===== config.mk =====
export PLATFORM = sky130hd
export DESIGN_NAME = stable_sorted_priority_queue
export DESIGN_NICKNAME = d
export VERILOG_FILES = /design/src/hdl/ssq_pkg.sv /design/src/hdl/stable_sorted_priority_queue.sv /design/src/hdl/ssq_ctrl.sv /design/src/hdl/ssq_datapath.sv
export SDC_FILE = /design/constraint.sdc
export NUM_CORES = 1
export LEC_CHECK = 0
export BUFFER_PORTS_ARGS = -buffer_cell sky130_fd_sc_hd__buf_2
export CORE_MARGIN = 3
export CORE_UTILIZATION = 25
export DETAILED_ROUTE_END_ITERATION = 16
export GPL_TIMING_DRIVEN = 0
export PLACE_DENSITY_LB_ADDON = 0.08
export SETUP_SLACK_MARGIN = 0.1
export SLEW_MARGIN = 20
export SYNTH_ARGS = -nofsm -noshare
export SYNTH_HDL_FRONTEND = slang
export SYNTH_SLANG_ARGS = --single-unit
export TNS_END_PERCENT = 5

===== constraint.sdc =====
create_clock -name clk -period 3.9 [get_ports clk]
set_clock_uncertainty 0.05 [all_clocks]
set_input_delay 0.78 -clock clk [delete_from_list [all_inputs] [get_ports clk]]
set_output_delay 0.78 -clock clk [all_outputs]
set_load 0.01 [all_outputs]

===== src/hdl/ssq_pkg.sv =====
// Shared types and constants for the stable sorted priority queue.
// Used by ssq_ctrl, ssq_datapath and stable_sorted_priority_queue; no dependencies.
package ssq_pkg;

  localparam int DEPTH    = 16;
  localparam int TAG_BITS = 16;
  localparam int PRIO_W   = 4;
  localparam int COUNT_W  = $clog2(DEPTH + 1);

  // Operation codes carried on the operation input.
  typedef enum logic {
    OP_INSERT = 1'b0,
    OP_POP    = 1'b1
  } op_t;

  // Result status codes.
  typedef enum logic [1:0] {
    ST_DONE  = 2'd0,
    ST_EMPTY = 2'd1,
    ST_FULL  = 2'd2
  } status_t;

  // Commands from the controller to the datapath.
  typedef struct packed {
    logic accept;
    logic ins;
    logic pop;
  } dp_cmd_t;

  // Status from the datapath back to the controller.
  typedef struct packed {
    logic empty;
    logic full;
  } dp_stat_t;

endpackage


===== src/hdl/stable_sorted_priority_queue.sv =====
// Stable sorted priority queue, top level.
// Depends on ssq_pkg, ssq_ctrl and ssq_datapath.
//
// Usage:
//   A command is transferred at a rising edge where start is high and busy is low.
//   operation selects insert (priority_req, entry_tag) or pop of the head entry.
//   Entries are kept in ascending priority; equal priorities leave in arrival order.
//   Every command gives one result, shown for exactly one cycle with done high:
//   status (done, pop on empty, insert rejected as full), out_priority and out_tag
//   (the popped entry, zero otherwise) and occupancy after the command.
//   Latency: the result appears in the cycle after the transfer.
//   Throughput: one command per cycle; every slot compares against the new
//   priority in parallel, so an insert or pop needs no sequential search.
//   Reset (rst, synchronous) empties the queue; busy is high for the first cycle
//   after reset and low from then on.
//   The receiver cannot stall: each result must be taken in its strobe cycle.
module stable_sorted_priority_queue (
  input  logic                          clk,
  input  logic                          rst,
  input  logic                          start,
  output logic                          busy,
  input  logic                          operation,
  input  logic [ssq_pkg::PRIO_W-1:0]    priority_req,
  input  logic [ssq_pkg::TAG_BITS-1:0]  entry_tag,
  output logic                          done,
  output logic [1:0]                    status,
  output logic [ssq_pkg::PRIO_W-1:0]    out_priority,
  output logic [ssq_pkg::TAG_BITS-1:0]  out_tag,
  output logic [ssq_pkg::COUNT_W-1:0]   occupancy
);
  import ssq_pkg::*;

  dp_cmd_t  dp_cmd;
  dp_stat_t dp_stat;

  // Command decode and result strobe.
  ssq_ctrl u_ctrl (
    .clk       (clk),
    .rst       (rst),
    .start     (start),
    .operation (operation),
    .dp_stat   (dp_stat),
    .dp_cmd    (dp_cmd),
    .busy      (busy),
    .done      (done),
    .status    (status)
  );

  // Sorted slot storage and result fields.
  ssq_datapath u_datapath (
    .clk          (clk),
    .rst          (rst),
    .dp_cmd       (dp_cmd),
    .priority_req (priority_req),
    .entry_tag    (entry_tag),
    .dp_stat      (dp_stat),
    .out_priority (out_priority),
    .out_tag      (out_tag),
    .occupancy    (occupancy)
  );

endmodule


===== src/hdl/ssq_ctrl.sv =====
// Controller of the stable sorted priority queue: accepts commands and decides the result status.
// Depends on ssq_pkg.
module ssq_ctrl (
  input  logic              clk,
  input  logic              rst,
  input  logic              start,
  input  logic              operation,
  input  ssq_pkg::dp_stat_t dp_stat,
  output ssq_pkg::dp_cmd_t  dp_cmd,
  output logic              busy,
  output logic              done,
  output logic [1:0]        status
);
  import ssq_pkg::*;

  typedef enum logic {
    S_INIT,
    S_READY
  } state_t;

  state_t  state;
  status_t status_next;

  // Decode an accepted transfer into a datapath command.
  always_comb begin
    dp_cmd.accept = start && (state == S_READY);
    dp_cmd.ins    = 1'b0;
    dp_cmd.pop    = 1'b0;
    status_next   = ST_DONE;
    unique case (op_t'(operation))
      OP_INSERT: begin
        if (dp_stat.full) begin
          status_next = ST_FULL;
        end else begin
          dp_cmd.ins = dp_cmd.accept;
        end
      end
      OP_POP: begin
        if (dp_stat.empty) begin
          status_next = ST_EMPTY;
        end else begin
          dp_cmd.pop = dp_cmd.accept;
        end
      end
      default: status_next = ST_DONE;
    endcase
  end

  assign busy = (state != S_READY);

  // State and registered result strobe and status.
  always_ff @(posedge clk) begin
    if (rst) begin
      state  <= S_INIT;
      done   <= 1'b0;
      status <= ST_DONE;
    end else begin
      unique case (state)
        S_INIT:  state <= S_READY;
        S_READY: state <= S_READY;
        default: state <= S_INIT;
      endcase
      done <= dp_cmd.accept;
      if (dp_cmd.accept) begin
        status <= status_next;
      end
    end
  end

  // A result follows every accepted transfer and nothing else; insert and pop are never issued together.
  assert property (@(posedge clk) disable iff (rst) dp_cmd.accept |=> done)
    else $error("result strobe missing after accepted transfer");
  assert property (@(posedge clk) disable iff (rst) !dp_cmd.accept |=> !done)
    else $error("result strobe without accepted transfer");
  assert property (@(posedge clk) disable iff (rst) !(dp_cmd.ins && dp_cmd.pop))
    else $error("insert and pop issued together");

endmodule


===== src/hdl/ssq_datapath.sv =====
// Datapath of the stable sorted priority queue: sorted slot registers, count and result fields.
// Depends on ssq_pkg.
module ssq_datapath (
  input  logic                       clk,
  input  logic                       rst,
  input  ssq_pkg::dp_cmd_t           dp_cmd,
  input  logic [ssq_pkg::PRIO_W-1:0] priority_req,
  input  logic [ssq_pkg::TAG_BITS-1:0] entry_tag,
  output ssq_pkg::dp_stat_t          dp_stat,
  output logic [ssq_pkg::PRIO_W-1:0] out_priority,
  output logic [ssq_pkg::TAG_BITS-1:0] out_tag,
  output logic [ssq_pkg::COUNT_W-1:0] occupancy
);
  import ssq_pkg::*;

  logic [PRIO_W-1:0]   slot_priority [DEPTH];
  logic [TAG_BITS-1:0] slot_tag      [DEPTH];
  logic [COUNT_W-1:0]  count;
  logic [DEPTH-1:0]    stay;

  // A slot stays put on insert when it is occupied and not above the new priority;
  // since the slots are sorted, these flags form a run from the head.
  always_comb begin
    for (int i = 0; i < DEPTH; i++) begin
      stay[i] = (COUNT_W'(i) < count) && (slot_priority[i] <= priority_req);
    end
  end

  assign dp_stat.empty = (count == '0);
  assign dp_stat.full  = (count == COUNT_W'(DEPTH));
  assign occupancy     = count;

  // Occupancy count.
  always_ff @(posedge clk) begin
    if (rst) begin
      count <= '0;
    end else if (dp_cmd.ins) begin
      count <= count + 1'b1;
    end else if (dp_cmd.pop) begin
      count <= count - 1'b1;
    end
  end

  // Slot array: shift down from the insert point, or shift up towards the head on pop.
  always_ff @(posedge clk) begin
    for (int i = 0; i < DEPTH; i++) begin
      if (dp_cmd.ins && !stay[i]) begin
        if (i == 0 || stay[(i == 0) ? 0 : i - 1]) begin
          slot_priority[i] <= priority_req;
          slot_tag[i]      <= entry_tag;
        end else begin
          slot_priority[i] <= slot_priority[(i == 0) ? 0 : i - 1];
          slot_tag[i]      <= slot_tag[(i == 0) ? 0 : i - 1];
        end
      end else if (dp_cmd.pop && i < DEPTH - 1) begin
        slot_priority[i] <= slot_priority[(i < DEPTH - 1) ? i + 1 : i];
        slot_tag[i]      <= slot_tag[(i < DEPTH - 1) ? i + 1 : i];
      end
    end
  end

  // Result fields: the head entry on a successful pop, zero for any other transfer.
  always_ff @(posedge clk) begin
    if (dp_cmd.accept) begin
      if (dp_cmd.pop) begin
        out_priority <= slot_priority[0];
        out_tag      <= slot_tag[0];
      end else begin
        out_priority <= '0;
        out_tag      <= '0;
      end
    end
  end

  // The count moves by one on each insert or pop and never passes the depth; a pop returns the former head tag.
  assert property (@(posedge clk) disable iff (rst) count <= COUNT_W'(DEPTH))
    else $error("occupancy beyond depth");
  assert property (@(posedge clk) disable iff (rst)
                   dp_cmd.ins |=> count == $past(count) + 1'b1)
    else $error("count not incremented on insert");
  assert property (@(posedge clk) disable iff (rst)
                   dp_cmd.pop |=> count == $past(count) - 1'b1)
    else $error("count not decremented on pop");
  assert property (@(posedge clk) disable iff (rst)
                   dp_cmd.pop |=> out_tag == $past(slot_tag[0]))
    else $error("popped tag is not the former head");

endmodule

# Word level (Yosys, flattened, before mapping)
# Memories as Yosys holds them, arrays and structs flattened.
# Index checks and enable logic that the tools add are counted.
# classes
add_sub_neg	2
eq_ne	1
reduce_logical	51
n_mul	0
n_lt_le_gt_ge	32
bitwise	62
n_shift	0
muxes	193
div	0
# op_table
op	count
16-bit 2-to-1 mux	30
1-bit 2-to-1 mux	129
4-bit 2-to-1 mux	30
4-bit less-or-equal comparator	16
1-bit OR	60
4-bit by 5-bit less-than comparator with 1-bit output, first input constant	8
1-bit logical AND	33
3-bit by 5-bit less-than comparator with 1-bit output, first input constant	4
1-bit logical NOT	16
1-bit by 5-bit less-than comparator with 1-bit output, first input constant	2
2-bit by 5-bit less-than comparator with 1-bit output, first input constant	2
5-bit 2-to-1 mux	2
5-bit by 1-bit adder with 5-bit output, second input constant	1
5-bit equality test, second input constant	1
5-bit logical NOT	1
5-bit by 1-bit subtractor with 5-bit output, second input constant	1
2-bit case mux with 2 select lines	1
2-bit 2-to-1 mux	1
1-bit NOT	2
2-bit nonzero test	1
# totals
n_memories	2
ramBits	320
rom_bits	0
in_bits	24
elab_cells	349
latch_bits	0
reg_bits	29
# memory_table
name	words	word_bits	read_ports	rd_ports_with_merged_regs	write_ports	line	rtl
u_datapath.slot_tag	16	16	16	0	16	ssq_datapath.sv:17	logic [TAG_BITS-1:0] slot_tag [DEPTH];
u_datapath.slot_priority	16	4	16	0	16	ssq_datapath.sv:16	logic [PRIO_W-1:0] slot_priority [DEPTH];

# Longest topological paths before layout
# An unclocked memory read counts as a cell.
# logic_depth
word_depth	9
mapped_depth	10
depth_no_buf	8

# Modules after synthesis
# Synthesis repeated with hierarchy kept, for this count alone.
# unflattened
hier_cells	1485
hier_area_um2	18240.0
# by_module_without_submodules
mod	instances	area_per_inst_um2	cells_per_inst	seq_area_each_um2
ssq_datapath	1	18076.1	1468	10309.9
ssq_ctrl	1	163.9	17	80.1

# Least setup slack after synthesis
# OpenSTA, ideal clock, no wires.
# synth_timing
path_type	input-to-reg
from	in priority_req[3] (netlist bit)
to	mem u_datapath.slot_priority[13][0] (enable)
setup_slack_ps	-291
cell_stages	7
setup_time_ps	425
arrival_time_ps	3717
path_cell_list	clkbuf_1 -> inv_1 -> ha_1 -> and4_1 -> a21oi_1 -> nor2_1 -> o21ai_0
# synth_rtl
element	line	rtl
from (decl)	stable_sorted_priority_queue.sv:23	input logic [ssq_pkg::PRIO_W-1:0] priority_req,
to (decl)	ssq_datapath.sv:16	

==> run_results.csv <==
group,metric,value,unit
synth,synth-seq-cells,349,
floorplan,start_util,25.3,%
finish,syn_to_final_growth,16.4,%
floorplan,dieArea,76000,sq um
worst_setup_path,reg2reg_setup_slack,270,ps
finish,multiInputGateArea,7180,sq um
timing,worst_pin_slew,1070,ps
cts,root_buffer,"clkbuf_16",
cts,cts.clk_slew.worst_paths,50,ps
placement,portBuffers,34,
worst_setup_path,endpoint_kind,"flip-flop",
synth,synth.area.top_cells,"edfxtp_1 (56%), a21oi_1 (6.2%), a221o_1 (6.1%), nor2_1 (4.9%), ha_1 (4.7%)",
timing,rsz0062_at_grt,"yes",
grt,grt_overflow,0,
grt,grt_usage,15.9,%
finish,final_cell_area,21200,sq um
hold_path,hold_path_class,"flip-flop to flip-flop",
synth,yosysTopAreaCellShare,56.2,%
detailed_routing,drc,0,
placement,place_congestion,0.741,
grt,grt_first_pass_wirelength,91600,microns
finish,regArea,10400,sq um
worst_setup_path,regToRegEndpoint,"u_datapath.slot_tag[1][62]",
power_and_ir_drop,p_sw,2.55,mW
timing,finalCritPeriodShare,93.1,%
power_and_ir_drop,p_leak,7.81,nW
grt,grt_pass1_vias,14300,
synth,synth_edf_count,340,
cts,clk_latency,600,ps
timing,hold_violations,0,
floorplan,die_h,276,microns
placement,dp_cells,2615,
detailed_routing,ant_nets,0,
floorplan,die_x,276,microns
power_and_ir_drop,comb_power_share,10.7,%
worst_setup_path,arrival,3670,ps
timing,drv_slew,0,
worst_setup_path,crit_fanout,20,
synth,yosys_warnings,0,
synth,synth_area_leader_cell,"edfxtp_1",
synth,synth.net_count,1722,
detailed_routing,vias,13500,
finish,layout-drive-gt1-share,12.8,%
cts,cts_tree,"done",
cts,clockBufferDepth,3,
floorplan,core.rowCount,98,
power_and_ir_drop,powerDensity,465,nW/um^2
power_and_ir_drop,power.share.switching,25.9,%
synth,synth_area,18200,sq um
power_and_ir_drop,clockPowerShare,43.4,%
worst_setup_path,timing_worst_setup_path_type,"flip-flop to flip-flop",
power_and_ir_drop,p_int,7.28,mW
detailed_routing,post_drt_via_cell_ratio,4.98,
cts,cts.sinks,349,
synth,post-synth-top-count-cell,"edfxtp_1",
placement,placed_cell_area,19600,sq um
detailed_routing,dr.pass1.iters,5,
finish,fin_util,29.5,%
floorplan,fp.coreArea,71700,sq um
synth,synth_common_cells,"edfxtp_1 (340), nor2_1 (236), a21oi_1 (226), nand2_1 (178), a221o_1 (110)",
worst_setup_path,setup.worst_path.start,"u_datapath.occupancy[1]",
worst_setup_path,cp-start-kind,"flip-flop",
worst_setup_path,cp_data_required_time,3940,ps
finish,nFillCells,7434,
finish,fin_nets,1811,
placement,hpwlAfterDp,46500,microns
timing,period_minus_slack,3630,ps
synth,synthDistinctLibCells,56,
worst_setup_path,worst_r2r_path_depth,8,
synth,syn_inst,1630,
timing,fmax,275,MHz
timing,relSlewSlack,28.9,%
status,outcome,"completed",
power_and_ir_drop,power_frac_seq,45.9,%
power_and_ir_drop,peakVddDrop,0.266,mV
worst_setup_path,r2r-start,"u_datapath.occupancy[1]",
worst_setup_path,endpoint,"u_datapath.slot_tag[1][62]",
synth,synthFlopType,"edfxtp_1",
timing,final-setup-viol-count,0,
flow_run,maxCapViolCount,0,
finish,final_cells,2706,
floorplan,num_io_pins,53,
timing,fin_setup_tns,0,ps
grt,grt_antenna_before_repair,1,
cts,cts_buffers,47,
timing,whs,403,ps
detailed_routing,wire_per_inst,22.5,microns
detailed_routing,wl,61000,microns
synth,postSynthAreaPerCell,11.2,sq um
synth,synth-async-reset-ratio,0,%
synth,ys_seq_area_share,57.2,%
detailed_routing,drtIter0Drc,1025,
cts,cts_max_level,2,
grt,grt_max_degree,24,
-- critical path, cell delays in order (launching register included) --
cell	delay (ps)
dfxtp_1	320
buf_2	180
inv_1	110
ha_1	200
nor4b_2	430
nand3b_1	240
buf_2	350
buf_1	500
nand2_1	740
-- cell usage in the layout (no fill, tap or decap), types with 28 or more instances in the layout --
cell / n
a22oi_1: 30
edfxtp_1: 340
ha_1: 68
o21ai_0: 34
clkbuf_16: 48
nor2_1: 235
a221o_1: 110
clkbuf_1: 68
nand2_1: 172
mux2i_1: 28
a21oi_1: 226
buf_2: 88
-- state kept, by name, indices dropped and copies added, names as in the netlist --
register	cells
u_datapath.slot_tag	256
u_datapath.slot_priority	64
u_datapath.out_tag	16
u_datapath.occupancy	5
u_datapath.out_priority	4
u_ctrl.status	2
u_ctrl.done	1
u_ctrl.state	1
-- cell families after synthesis --
| group | synth area share, % |
|---|---|
| muxes | 2.78 |
| adders and majority gates | 4.68 |
| DFF | 57.2 |
| AOI/OAI and AO/OA | 19.9 |
| buffers and inverters | 3.63 |
| xor gates and xnor gates | 0.145 |
| and+or+nand+nor | 11.7 |
-- metal layers --
metal,track usage [%],wire [microns],vias to the layer above
li1,-,-,6386
met1,23.2,30200,6757
met2,24.9,27300,267
met3,2.05,2180,66
met4,4.17,1240,0
met5,0,0,-
-- power by group through the flow --
stage          registers, mW  clock network [mW]  logic (mW)
2_1_floorplan           4.53                   0       0.718
3_3_place_gp            4.60                   0        1.01
3_5_place_dp            4.60                   0        1.05
4_1_cts                 4.52                4.39        1.06
5_1_grt                 4.53                4.54        1.18
6_report                4.51                4.27        1.05
-- metrics by stage --
stage	worst slack, ps	power, mW
after floorplan	-0.994	5.25
after global routing	-55.1	10.3
after global placement	-1980	5.61
after CTS	-56.5	9.97
final	270	9.84
after detailed placement	-1440	5.64
-- repair_timing --
item                       in CTS  in global routing
gates resized for setup        12                  4
hold buffers                    0                  0
buffers inserted                1                  3
cloned                          0                  1
setup endpoints to repair     376                341
pin swaps                       1                  0
-- how the worst min path moves through the flow --
stage	startpoint	endpoint	slack, ps	cells after the start
2_1_floorplan	u_ctrl.status[0]	u_ctrl.status[0]	430	2
3_3_place_gp	u_ctrl.status[0]	u_ctrl.status[0]	400	2
3_5_place_dp	u_ctrl.status[0]	u_ctrl.status[0]	400	2
4_1_cts	u_ctrl.status[0]	u_ctrl.status[0]	410	2
5_1_grt	u_ctrl.status[0]	u_ctrl.status[0]	450	2
6_report	u_ctrl.status[0]	u_ctrl.status[0]	400	2
-- cell type report --
type | count | share of cell area, %
Antenna cell | 1 | 0.0118
Timing Repair Buffer | 39 | 1.13
Clock buffer | 64 | 5.96
Sequential cell | 349 | 49.1
Buffer | 128 | 2.74
Tap cell | 950 | 5.61
Inverter | 24 | 0.485
Timing Repair inverter | 1 | 0.0355
Multi-Input combinational cell | 1129 | 33.9
Clock inverter | 21 | 1.02
Power figures use the tool's default switching activity.
